### src/rtl/core/tmsrob_pkg.sv
// shared constants, codes and controller/datapath interface types
`timescale 1ns / 1ps
`default_nettype none
package tmsrob_pkg;

  localparam int STATIONS  = 8;
  localparam int ROB_DEPTH = 16;
  localparam int NUM_REGS  = 32;
  localparam int MEM_BYTES = 4096;

  localparam int KIND_W  = 2;
  localparam int OP_W    = 4;
  localparam int REG_W   = 5;
  localparam int IMM_W   = 12;
  localparam int PADDR_W = 12;
  localparam int WORD_W  = 32;

  localparam logic [KIND_W-1:0] KIND_ISSUE   = 2'd0;
  localparam logic [KIND_W-1:0] KIND_STEP    = 2'd1;
  localparam logic [KIND_W-1:0] KIND_PRELOAD = 2'd2;

  localparam logic [OP_W-1:0] OP_NOP  = 4'd0;
  localparam logic [OP_W-1:0] OP_ADD  = 4'd1;
  localparam logic [OP_W-1:0] OP_SUB  = 4'd2;
  localparam logic [OP_W-1:0] OP_AND  = 4'd3;
  localparam logic [OP_W-1:0] OP_OR   = 4'd4;
  localparam logic [OP_W-1:0] OP_XOR  = 4'd5;
  localparam logic [OP_W-1:0] OP_ADDI = 4'd6;
  localparam logic [OP_W-1:0] OP_SLTI = 4'd7;
  localparam logic [OP_W-1:0] OP_LW   = 4'd8;
  localparam logic [OP_W-1:0] OP_SW   = 4'd9;

  typedef struct packed {
    logic load;
    logic grab;
    logic nop_take;
    logic issue_a;
    logic issue_b;
    logic preload;
    logic bcast;
    logic start;
    logic exec;
    logic mem_go;
    logic mem_rd;
    logic complete;
    logic retire;
    logic out_load;
    logic clr;
  } tmsrob_cmd_t;

  typedef struct packed {
    logic [KIND_W-1:0] kind;
    logic              op_real;
    logic              can_issue;
    logic              pick_any;
    logic              is_mem;
    logic              is_load;
    logic              ret_ok;
    logic              clr_done;
  } tmsrob_stat_t;

endpackage
`default_nettype wire

### src/rtl/core/tmsrob_ctrl.sv
// sequencing state machine for issue, clock step, preload and clearing
`timescale 1ns / 1ps
`default_nettype none
module tmsrob_ctrl (
  input  wire logic                   clk,
  input  wire logic                   rst_n,
  input  wire logic                   in_valid,
  output logic                        in_ready,
  output logic                        out_valid,
  input  wire logic                   out_ready,
  input  wire tmsrob_pkg::tmsrob_stat_t st,
  output tmsrob_pkg::tmsrob_cmd_t     cmd
);

  localparam logic [3:0] S_CLR  = 4'd0;
  localparam logic [3:0] S_IDLE = 4'd1;
  localparam logic [3:0] S_DEC  = 4'd2;
  localparam logic [3:0] S_ISA  = 4'd3;
  localparam logic [3:0] S_ISB  = 4'd4;
  localparam logic [3:0] S_BC   = 4'd5;
  localparam logic [3:0] S_ST   = 4'd6;
  localparam logic [3:0] S_EX   = 4'd7;
  localparam logic [3:0] S_MA   = 4'd8;
  localparam logic [3:0] S_MR   = 4'd9;
  localparam logic [3:0] S_CM   = 4'd10;
  localparam logic [3:0] S_RT   = 4'd11;
  localparam logic [3:0] S_FIN  = 4'd12;

  logic [3:0] state_r, state_nxt;
  logic       out_valid_r;

  always_comb begin
    state_nxt = state_r;
    cmd       = '0;
    in_ready  = 1'b0;
    case (state_r)
      S_CLR: begin
        cmd.clr = 1'b1;
        if (st.clr_done) state_nxt = S_IDLE;
      end
      S_IDLE: begin
        in_ready = 1'b1;
        if (in_valid) begin
          cmd.load  = 1'b1;
          state_nxt = S_DEC;
        end
      end
      S_DEC: begin
        case (st.kind)
          tmsrob_pkg::KIND_ISSUE: begin
            if (!st.op_real) begin
              cmd.nop_take = 1'b1;
              state_nxt    = S_FIN;
            end else if (st.can_issue) begin
              cmd.grab  = 1'b1;
              state_nxt = S_ISA;
            end else begin
              state_nxt = S_FIN;
            end
          end
          tmsrob_pkg::KIND_STEP: state_nxt = S_BC;
          tmsrob_pkg::KIND_PRELOAD: begin
            cmd.preload = 1'b1;
            state_nxt   = S_FIN;
          end
          default: state_nxt = S_FIN;
        endcase
      end
      S_ISA: begin
        cmd.issue_a = 1'b1;
        state_nxt   = S_ISB;
      end
      S_ISB: begin
        cmd.issue_b = 1'b1;
        state_nxt   = S_FIN;
      end
      S_BC: begin
        cmd.bcast = 1'b1;
        state_nxt = S_ST;
      end
      S_ST: begin
        cmd.start = 1'b1;
        state_nxt = st.pick_any ? S_EX : S_RT;
      end
      S_EX: begin
        cmd.exec  = 1'b1;
        state_nxt = st.is_mem ? S_MA : S_CM;
      end
      S_MA: begin
        cmd.mem_go = 1'b1;
        state_nxt  = st.is_load ? S_MR : S_CM;
      end
      S_MR: begin
        cmd.mem_rd = 1'b1;
        state_nxt  = S_CM;
      end
      S_CM: begin
        cmd.complete = 1'b1;
        state_nxt    = S_RT;
      end
      S_RT: begin
        if (st.ret_ok) cmd.retire = 1'b1;
        else           state_nxt  = S_FIN;
      end
      S_FIN: begin
        if (!out_valid_r || out_ready) begin
          cmd.out_load = 1'b1;
          state_nxt    = S_IDLE;
        end
      end
      default: state_nxt = S_IDLE;
    endcase
  end

  always_ff @(posedge clk) begin
    if (!rst_n) begin
      state_r     <= S_CLR;
      out_valid_r <= 1'b0;
    end else begin
      state_r <= state_nxt;
      if (cmd.out_load)   out_valid_r <= 1'b1;
      else if (out_ready) out_valid_r <= 1'b0;
    end
  end

  assign out_valid = out_valid_r;

endmodule
`default_nettype wire

### config.mk
export PLATFORM = sky130hd
export DESIGN_NAME = tmsrob_ctrl
export DESIGN_NICKNAME = d
export VERILOG_FILES = /design/src/rtl/core/tmsrob_pkg.sv /design/src/rtl/core/tmsrob_ctrl.sv
export SDC_FILE = /design/constraint.sdc
export NUM_CORES = 1
export LEC_CHECK = 0
export ABC_CLOCK_PERIOD_IN_PS = 4530
export BUFFER_PORTS_ARGS = -buffer_cell sky130_fd_sc_hd__buf_2
export CORE_AREA = 2 2 39 41
export DETAILED_ROUTE_END_ITERATION = 16
export DIE_AREA = 0 0 41 43
export MAX_ROUTING_LAYER = met4
export PLACE_DENSITY = 0.84
export SLEW_MARGIN = 5
export SYNTH_ARGS = -nofsm -noshare
export SYNTH_HDL_FRONTEND = slang
export SYNTH_SLANG_ARGS = --single-unit
### constraint.sdc
create_clock -name clk -period 4.53 [get_ports clk]
set_input_delay 1.1325 -clock clk [delete_from_list [all_inputs] [get_ports clk]]
set_output_delay 1.1325 -clock clk [all_outputs]
set_load 0.01 [all_outputs]
==> results of run 1 <==
-- routing by layer --
layer	track usage (%)	share of wire [%]	up-vias
li1	-	-	337
met1	24.52	47	294
met2	24.06	46	26
met3	1.571	6.6	2
met4	8.000	1.0	0
met5	-	0	-
-- Yosys cell counts, drive strengths merged --
cell	count	share of area [%]
nor4	1	1.2
nand2	5	3.4
nor2	11	7.6
o311a	2	3.7
a211o	1	1.6
and3b	1	1.6
nand2b	6	8.3
a2111oi	1	1.6
or4	1	1.4
and4bb	1	2.3
nand3	2	1.8
o2bb2ai	1	1.6
and2	2	2.3
o21ai	4	3.7
a211oi	3	4.1
or4b	1	2.5
dfxtp	5	18
o211ai	1	1.4
or2	1	1.2
buf	4	5.3
a31o	1	1.6
inv	3	2.1
nor4bb	1	1.8
a21oi	5	4.6
clkbuf	3	2.1
nor2b	3	4.8
a311oi	1	1.6
nor3	7	6.4
-- cell type report --
cell class | instances | area (um2) | share of cell area (%)
multi-input cells | 63 | 392.9 | 56.47
inverters | 3 | 11.26 | 1.619
flip-flops and latches | 5 | 100.1 | 14.39
clock buffers | 4 | 26.28 | 3.777
repair buffers | 29 | 145.1 | 20.86
well taps | 16 | 20.02 | 2.878
-- state kept, by name, summed over array words and instances, names as in the netlist --
| name | count |
|---|---|
| out_valid | 1 |
| state_r | 4 |
-- worst min path at each step --
stage | from | end | slack (ns)
2_1_floorplan | state_r[0]$_SDFFE_PN0P_ | state_r[0]$_SDFFE_PN0P_ | 0.56
3_3_place_gp | out_valid$_SDFFE_PN0P_ | out_valid$_SDFFE_PN0P_ | 0.64
3_5_place_dp | out_valid$_SDFFE_PN0P_ | out_valid$_SDFFE_PN0P_ | 0.63
4_1_cts | out_valid$_SDFFE_PN0P_ | out_valid$_SDFFE_PN0P_ | 0.64
5_1_grt | out_valid$_SDFFE_PN0P_ | out_valid$_SDFFE_PN0P_ | 0.70
6_report | out_valid$_SDFFE_PN0P_ | out_valid$_SDFFE_PN0P_ | 0.63
-- power groups by stage --
stage                     clock network [W]  registers (W)  logic [W]
after CTS                         0.0000549      0.0000504  0.0000253
after detailed placement                  0      0.0000511  0.0000251
after floorplan                           0      0.0000464  0.0000198
after global routing              0.0000552      0.0000511  0.0000282
after global placement                    0      0.0000510  0.0000245
final                             0.0000536      0.0000505  0.0000253
-- cells by family (layout without fill, tap and decap cells) --
group | after synthesis | in the layout | synth area share, %
flip-flops | 5 | 5 | 18.39
buffers and inverters | 10 | 36 | 9.425
AO/OA/AOI/OAI | 20 | 20 | 25.52
AND/OR/NAND/NOR | 43 | 43 | 46.67
-- per-stage QoR --
step | hold WS [ns] | total power (W) | setup WS (ns)
floorplan | 0.5640 | 0.00006626 | 1.540
global placement | 0.6380 | 0.00007554 | 1.351
detailed placement | 0.6309 | 0.00007628 | 1.336
CTS | 0.6400 | 0.0001306 | 1.331
global route | 0.7024 | 0.0001345 | 1.300
finish | 0.6348 | 0.0001294 | 1.333
-- worst reg2reg max path: stages, from the launching register on --
cell and delay [ns]:
dfxtp_1 0.69, nand2b_4 0.17, or4b_4 0.54, nor2b_4 0.12
o311a_1 0.16
==> results.md, run 1 <==
* Crit path capture: cmd[13]
* Nets@finish at around 120
* Pin count of the biggest net entering global routing at 21
* Commonest non-fill, non-tap cells in the layout: 29 x buf_2, 11 x nor2_1, 7 x nor3_1
* Share of layout cells above drive strength 1 at 36.54%
* Number of fillers in the final layout at roughly 150
* Reg-to-reg slack, setup at between 2 and 3 ns
* Routed len/inst at roughly 12 um
* Num Clock Sinks at 5
* CTS Hold Bufs at 0
* Design area at 695.7 um2
* Sequential area share after synthesis at 18.39%
* Critical Path AT at 2.06 ns
* Layout Cells excl Fill at 120
* Synth unique cells at 32
* Die width at between 40 and 50 um
* Int Power at 0.00009155 W
* Post-CTS setup repair buffer count at 0
* Post-CTS Resized at 0
* TritonRoute pass-1 iters at 4
* Worst reg2reg path depth at 4
* Hold Fails Final Rpt at 0
* Synth Cell Area at roughly 540 um2
* Initial antenna violation count at 0
* Worst path max stage delay at 0.56 ns
* Max-Cap Viols at 0
* Depth of the CTS H-tree at 1
* Rows at 14
* Global Route Usage Sum at 17.30%
* Commonest non-fill, non-tap cell in the layout: buf_2
* First-pass GRT wire length at between 2 and 2.5 mm
* Worst setup SP type: primary input
* Worst min path class: reg2reg
* Cell mode on critical path: buf_2
* DIE AREA at between 0.0015 and 0.002 mm2
* Clk_lat worst skew at between 0.2 and 0.3 ns
* Clock share of power at about two fifths
* Fin crit period at around 3.2 ns
* Total net switching power at ~0.000038 W
* R2r startpoint: state_r[1]$_SDFFE_PN0P_
* Critical Path Start: st[8]
* Placer Congestion at 0.8470
* Fin. max-slew vios at 0
* Num ports at 30
* Final setup vio count at 0
* Sw Share at approximately 29%
* CTS tree: done
* Overflow left after global routing at 0
* Family with the most delay on the worst path: simple AND/OR/NAND/NOR gates
* WP data required at 3.40 ns
* Dpl hpwl at approximately 1.0 mm
* Combinational power share at just under 20%
* Core footprint at ~0.0014 mm2
* Rel. slew slack at 60.36%
* DR vias at about 660
* Post-synthesis register bit count at 5
* Clock-pin transition on the worst setup and hold timing paths at ~0.040 ns
* Hold path depth at 3
* Worst-path maximum fanout at 4
* Power density cells at between 150 and 200 mW/mm2
* DRT iter0 DRCs at 11
* Critical path's slowest cell: or4b_4
* Antenna diode count at 0
* Status: finished clean
* Tightest Pin Transition at approximately 0.6 ns
* Cells after DPL at around 120
* Setup TNS at 0 ns
* Post-route clock period utilization at between 70% and 80%
* RR Endpoint: state_r[1]$_SDFFE_PN0P_
* CTS Buffer Depth at 2
* CTS Root Cell: clkbuf_4
* Routed Wire Length at about 1.4 mm
* CP Depth at 4
* Post-route ant nets at 0
* Critical path capture point type: output port
* Vias/cell at 5.492
* DRC at 0
* Post-synth net total at slightly above 90
* Area Growth Syn to Fin at 27.82%
* WS Path Type: in2out
* Vias in the first global route at 518
* Reg power frac at between 30 and 40%
* Starting density of the core at around two fifths
* Ys Warns at 0
* PortBufs at 29
* Leak pwr at 0.3312 nW
* Worst path bufs/invs at 2
* Syn Inst Count at 78
* Dpl cell area at approximately 670 um2
* Die span in y at between 40 and 50 um
* CTS Buf Count at 3
* VDD IR-drop max at between 100 and 150 uV
* Skew final at ~0.0096 ns
* Fmax at about 310 MHz
* Avg Cell Area, Syn at 6.978 um2
* RSZ-0062 raised after global routing: no
* Cells along the critical path: buf_2 -> or4b_4 -> nor2b_4 -> buf_2
* Final core utilization at between 50% and 60%
No activity file was read; power rests on OpenSTA's default activity.
==> run 2, diff against run 1 <==
ABC_CLOCK_PERIOD_IN_PS = 2650   (was 4530)
CORE_AREA = not set   (was 2 2 39 41)
CORE_MARGIN = 2   (was not set)
CORE_UTILIZATION = 38   (was not set)
DIE_AREA = not set   (was 0 0 41 43)
PLACE_DENSITY = 0.82   (was 0.84)
clock period = 2.65 ns   (was 4.53 ns; I/O delays follow)
==> run 2 against run 1 <==
  * Power increased by 76%
  * Non-clock buffer count is 4 higher
  * Worst hold slack worse by 0.0074 ns
  * Critical path depth unchanged
  * Die area is 0.68% lower
  * Clock power is 76% higher
  * Cell area up 4.1%
  * Critical path type is now reg2out
==> results.md, run 2 (synthesis results as in run 1) <==
* Leak pwr at 0.3526 nW (+6.5%)
* Cells after DPL at 119 (+2.6%)
* Fmax at about 430 MHz
* Worst path bufs/invs at 1 (-1)
* Setup TNS at 0 ns (unchanged)
* Commonest non-fill, non-tap cells in the layout: 29 x buf_2, 11 x nor2_1, 7 x nor3_1
* CTS Hold Bufs at 0 (unchanged)
* Area Growth Syn to Fin at 33.10%
* Worst path max stage delay at 0.52 ns (-0.04 ns)
* WS Path Type: reg2out
* PortBufs at 29 (unchanged)
* VDD IR-drop max at 199.1 uV (+89%)
* Reg-to-reg slack, setup at 0.99 ns (-1.81 ns)
* Power density cells at 314.1 mW/mm2 (+69%)
* Final core utilization at 54.99% (+4.7 points)
* DRT iter0 DRCs at 13 (+2)
* Pin count of the biggest net entering global routing at 18 (-14%)
* Post-CTS setup repair buffer count at 0 (unchanged)
* Antenna diode count at 0 (unchanged)
* Status: finished clean
* Post-route clock period utilization at 87.68%
* CTS tree: done
* Total Power at 0.0002276 W (+76%)
* Critical path's slowest cell: or4b_4
* WP data required at 1.99 ns (-1.41 ns)
* Critical Path AT at 1.66 ns (-0.40 ns)
* CTS Buffer Depth at 2 (unchanged)
* Final setup vio count at 0 (unchanged)
* Core footprint at 0.001318 mm2 (-4.8%)
* DRC at 0 (unchanged)
* Worst min path class: reg2reg
* Clock-pin transition on the worst setup and hold timing paths at 0.05 ns (about the same)
* Share of layout cells above drive strength 1 at 38.89% (+2.4 points)
* Max reg flops at 4 (unchanged)
* TritonRoute pass-1 iters at 5 (+1)
* Int Power at 0.0001589 W (+74%)
* Worst-path maximum fanout at 9 (+5)
* Worst setup SP type: flop
* Layout Cells excl Fill at 123 (+2.5%)
* First-pass GRT wire length at 2.615 mm (+22%)
* Die span in y at 41.85 um (-2.7%)
* Routed len/inst at 12.41 um (+7.6%)
* Tightest Pin Transition at 0.3620 ns (-0.2318 ns)
* Skew final at 0.003852 ns (-0.005749 ns)
* Dpl hpwl at 1.158 mm (+12%)
* Nets@finish at 122 (+3.4%)
* Num Clock Sinks at 5 (unchanged)
* Commonest non-fill, non-tap cell in the layout: buf_2
* Overflow left after global routing at 0 (unchanged)
* Die width at 41.85 um (+2.1%)
* Family with the most delay on the worst path: simple AND/OR/NAND/NOR gates
* CTS Buf Count at 3 (unchanged)
* Fin crit period at about 2.3 ns
* DR vias at 680 (+3.2%)
* Hold WS at 0.6274 ns (-0.007374 ns)
* Placer Congestion at 0.9001 (+6.3%)
* Critical path capture point type: output port
* Vias/cell at 5.528 (+0.67%)
* Most flop-heavy register: state_r
* DIE AREA at 0.001751 mm2 (-0.68%)
* Max-Cap Viols at 0 (unchanged)
* Number of fillers in the final layout at 141 (-8.4%)
* Global Route Usage Sum at 19.98% (+2.7 points)
* RSZ-0062 raised after global routing: no
* Fin. max-slew vios at 0 (unchanged)
* Starting density of the core at 41.31% (+2.0 points)
* Routed Wire Length at 1.527 mm (+10%)
* Vias in the first global route at 580 (+12%)
* Reg power frac at 35.7% (-3.4 points)
* Sw Share at 30.15% (+0.90 points)
* Total net switching power at 0.00006861 W (+81%)
* Rows at 13 (-1)
* Hold Fails Final Rpt at 0 (unchanged)
* Num ports at 30 (unchanged)
* Initial antenna violation count at 0 (unchanged)
* Clk_lat worst skew at 0.26 ns (about the same)
* Cells along the critical path: nor2_1 -> or4b_4 -> nor2b_4 -> buf_2
* Clock share of power at 41.5% (about the same)
* Depth of the CTS H-tree at 1 (unchanged)
* Rel. slew slack at 75.25% (+15 points)
* CTS Root Cell: clkbuf_4
* Post-route ant nets at 0 (unchanged)
* Post-CTS Resized at 0 (unchanged)
* Combinational power share at 22.8% (+3.3 points)
==> run 2: cell types whose count changed in the layout (fill, tap and decap cells not counted) <==
cell / change
buf_4: +4
==> run 2: power by group through the flow <==
stage          combinational [W]  sequential (W)  clock (W)
2_1_floorplan          0.0000339       0.0000794          0
3_3_place_gp           0.0000501       0.0000822          0
3_5_place_dp           0.0000519       0.0000823          0
4_1_cts                0.0000520       0.0000810  0.0000974
5_1_grt                0.0000575       0.0000813   0.000102
6_report               0.0000520       0.0000812  0.0000944
==> run 2: metrics by stage <==
stage | instance area (um2) | worst slack (ns)
after floorplan | 544.3 | 0.6001
after global placement | 698.2 | 0.4131
after detailed placement | 698.2 | 0.3852
after CTS | 724.4 | 0.3044
after global routing | 724.4 | 0.2518
final | 724.4 | 0.3264
==> run 2: layout make-up <==
type / count / area [um2] / area share [%]
inverters: 3 / 11.26 / 1.554
well taps: 15 / 18.77 / 2.591
multi-input cells: 63 / 392.9 / 54.23
repair buffers: 33 / 175.2 / 24.18
clock buffers: 4 / 26.28 / 3.627
flip-flops and latches: 5 / 100.1 / 13.82
==> run 2: final timing paths <==
| check | cells after the start | end | startpoint |
|---|---|---|---|
| min | 3 | state_r[0]$_SDFFE_PN0P_ | state_r[3]$_SDFFE_PN0P_ |
| max reg2reg | 5 | state_r[1]$_SDFFE_PN0P_ | state_r[0]$_SDFFE_PN0P_ |
| min reg2reg | 3 | state_r[0]$_SDFFE_PN0P_ | state_r[3]$_SDFFE_PN0P_ |
| max | 4 | cmd[13] | state_r[0]$_SDFFE_PN0P_ |
==> run 2: per-layer routing <==
metal	vias to the layer above	global-route usage [%]	routed length (um)
met5	-	-	0
met4	0	9.677	38
met3	4	6.087	122
met2	35	30.63	717
met1	300	23.62	649
li1	341	-	-
==> run 2: tightest hold or removal path, stage by stage (launching register included) <==
cell	delay [ns]
dfxtp_1	0.32
nor2_1	0.07
o211ai_1	0.10
a311oi_1	0.09
==> run 3, diff against run 2 <==
CELL_PAD_IN_SITES_DETAIL_PLACEMENT = 0   (was not set)
CELL_PAD_IN_SITES_GLOBAL_PLACEMENT = 1   (was not set)
CORE_UTILIZATION = 25   (was 38)
PLACE_DENSITY = 0.81   (was 0.82)
==> run 3 against run 2 <==
  * Die area increased by 47%
  * Cell area increased by 2.1%
  * Sequential cell count unchanged
  * Cell count increased by 9.8%
  * Clock power decreased by 5.6%
  * Core utilization decreased by 18 points
  * Critical path depth unchanged
  * Via count decreased by 3.4%
  * Sequential share of layout area decreased by 0.28 points
  * Setup slack improved by 0.063 ns
  * Routed wire length increased by 0.98%
  * Fmax increased by 2.8%
  * Critical endpoint unchanged
  * Largest power group unchanged
==> results.md, run 3 (synthesis results as in run 1) <==
* Status: finished clean
* Skew final at 0.003894 ns (+0.00004119 ns)
* Overflow left after global routing at 0 (unchanged)
* DRC at 0 (unchanged)
* Post-CTS setup repair buffer count at 0 (unchanged)
* Routed len/inst at 11.42 um (-8.0%)
* Worst setup margin at 0.3897 ns (+0.06324 ns)
* RSZ-0062 raised after global routing: no
* Nets@finish at 122 (unchanged)
* Rows at 16 (+3)
* DIE AREA at 0.002566 mm2 (+47%)
* Depth of the CTS H-tree at 1 (unchanged)
* Critical Path AT at 1.60 ns (-0.06 ns)
* Post-route clock period utilization at 85.30% (-2.4 points)
* Cells along the critical path: buf_2 -> or4b_4 -> nor2b_4 -> buf_2
* Num Clock Sinks at 5 (unchanged)
* Fin crit period at 2.260 ns (-0.06324 ns)
* Number of fillers in the final layout at 235 (+67%)
* DR vias at 657 (-3.4%)
* Tightest Pin Transition at 0.3644 ns (+0.002483 ns)
* CTS Root Cell: clkbuf_4
* Worst path max stage delay at 0.56 ns (+0.04 ns)
* Worst-path maximum fanout at 4 (-5)
* CTS tree: done
* Setup TNS at 0 ns (unchanged)
* PortBufs at 29 (unchanged)
* Max reg flops at 4 (unchanged)
* Hold Fails Final Rpt at 0 (unchanged)
* Clk_lat worst skew at 0.24 ns (-0.02 ns)
* Cell mode on critical path: buf_2
* Area of the multi-input gates at 392.9 um2 (unchanged)
* Pre-CTS setup slack at 0.3916 ns (+0.006377 ns)
* CTS Buffer Depth at 2 (unchanged)
* Die span in y at 50.66 um (+21%)
* Total net switching power at 0.00006334 W (-7.7%)
* Vias/cell at 4.867 (-12%)
* Initial antenna violation count at 0 (unchanged)
* Sw Share at 28.53% (-1.6 points)
* Post-CTS Resized at 0 (unchanged)
* Post-route ant nets at 0 (unchanged)
* Register Area at 100.1 um2 (unchanged)
* Critical path's slowest cell: or4b_4
* WP data required at 1.99 ns (about the same)
* WS Path Type: in2out
* Commonest non-fill, non-tap cell in the layout: buf_2
* Global Route Usage Sum at 12.15% (-7.8 points)
* Max-Cap Viols at 0 (unchanged)
* Leak pwr at 0.3526 nW (unchanged)
* Worst setup SP type: primary input
* VDD IR-drop max at 160.6 uV (-19%)
* Combinational power share at 24.6% (+1.8 points)
* Power density cells at 300.3 mW/mm2 (-4.4%)
* Rel. slew slack at 75.08% (-0.17 points)
* Worst min path class: reg2reg
* Vias in the first global route at 553 (-4.7%)
* Reg-to-reg slack, setup at 1.06 ns (+0.07 ns)
* Dpl hpwl at 1.223 mm (+5.6%)
* TritonRoute pass-1 iters at 4 (-1)
* Int Power at 0.0001587 W (-0.15%)
* Final setup vio count at 0 (unchanged)
* Fin. max-slew vios at 0 (unchanged)
* Reg power frac at 35.3% (-0.4 points)
* First-pass GRT wire length at 2.387 mm (-8.7%)
* Num ports at 30 (unchanged)
* Final core utilization at 36.94% (-18 points)
* Commonest non-fill, non-tap cells in the layout: 29 x buf_2, 11 x nor2_1, 7 x nor3_1
* Fmax at 442.4 MHz (+2.8%)
* Core footprint at 0.002002 mm2 (+52%)
* CTS Buf Count at 3 (unchanged)
* Routed Wire Length at 1.542 mm (+0.98%)
* Clock share of power at 40.1% (-1.4 points)
* Antenna diode count at 0 (unchanged)
* DRT iter0 DRCs at 9 (-4)
* Clock-pin transition on the worst setup and hold timing paths at 0.05 ns (about the same)
* Total Power at 0.0002220 W (-2.4%)
* Share of layout cells above drive strength 1 at 38.89% (unchanged)
* Most flop-heavy register: state_r
* Starting density of the core at 27.19% (-14 points)
* Die width at 50.66 um (+21%)
* CTS Hold Bufs at 0 (unchanged)
* Area Growth Syn to Fin at 35.86%
* Pin count of the biggest net entering global routing at 20 (+2)
* Placer Congestion at 0.7854 (-13%)
* Critical path capture point type: output port
[run 3: critical path: cells and delay by family]
family	cells	cell delay, ns
buffers and inverters	2	0.25
and+or+nand+nor	2	0.69
[run 3: power groups by stage]
stage | registers (W) | logic (W) | clock network [W]
global placement | 0.0000798 | 0.0000536 | 0
global route | 0.0000787 | 0.0000607 | 0.0000954
detailed placement | 0.0000802 | 0.0000547 | 0
finish | 0.0000784 | 0.0000545 | 0.0000891
CTS | 0.0000785 | 0.0000547 | 0.0000912
floorplan | 0.0000794 | 0.0000339 | 0
[run 3: per-stage QoR]
stage          instance area, um2  instances  hold WS [ns]
6_report                    739.5        135        0.6251
4_1_cts                     739.5        135        0.6225
3_3_place_gp                713.2        131        0.6045
3_5_place_dp                713.2        131        0.6441
5_1_grt                     739.5        135        0.6570
2_1_floorplan               544.3         78        0.5640
[run 3: cell type report]
class | instances | area share, %
Sequential cell | 5 | 13.54
Multi-Input combinational cell | 63 | 53.13
Timing Repair Buffer | 33 | 23.69
Inverter | 3 | 1.523
Clock buffer | 4 | 3.553
Tap cell | 27 | 4.569
[run 3: path summary, 6_finish.rpt]
path | start | to | depth (start not counted)
max | st[8] | cmd[13] | 4
min | state_r[3]$_SDFFE_PN0P_ | state_r[0]$_SDFFE_PN0P_ | 3
max reg2reg | state_r[1]$_SDFFE_PN0P_ | state_r[1]$_SDFFE_PN0P_ | 5
min reg2reg | state_r[3]$_SDFFE_PN0P_ | state_r[0]$_SDFFE_PN0P_ | 3
[run 3: routing by layer]
| layer | vias to the layer above | track usage, % | routed length (um) |
|---|---|---|---|
| met5 | - | - | 0 |
| met4 | 0 | 1.351 | 0 |
| met3 | 0 | 2.679 | 107 |
| met2 | 27 | 18.20 | 662 |
| met1 | 287 | 17.20 | 772 |
| li1 | 343 | - | - |
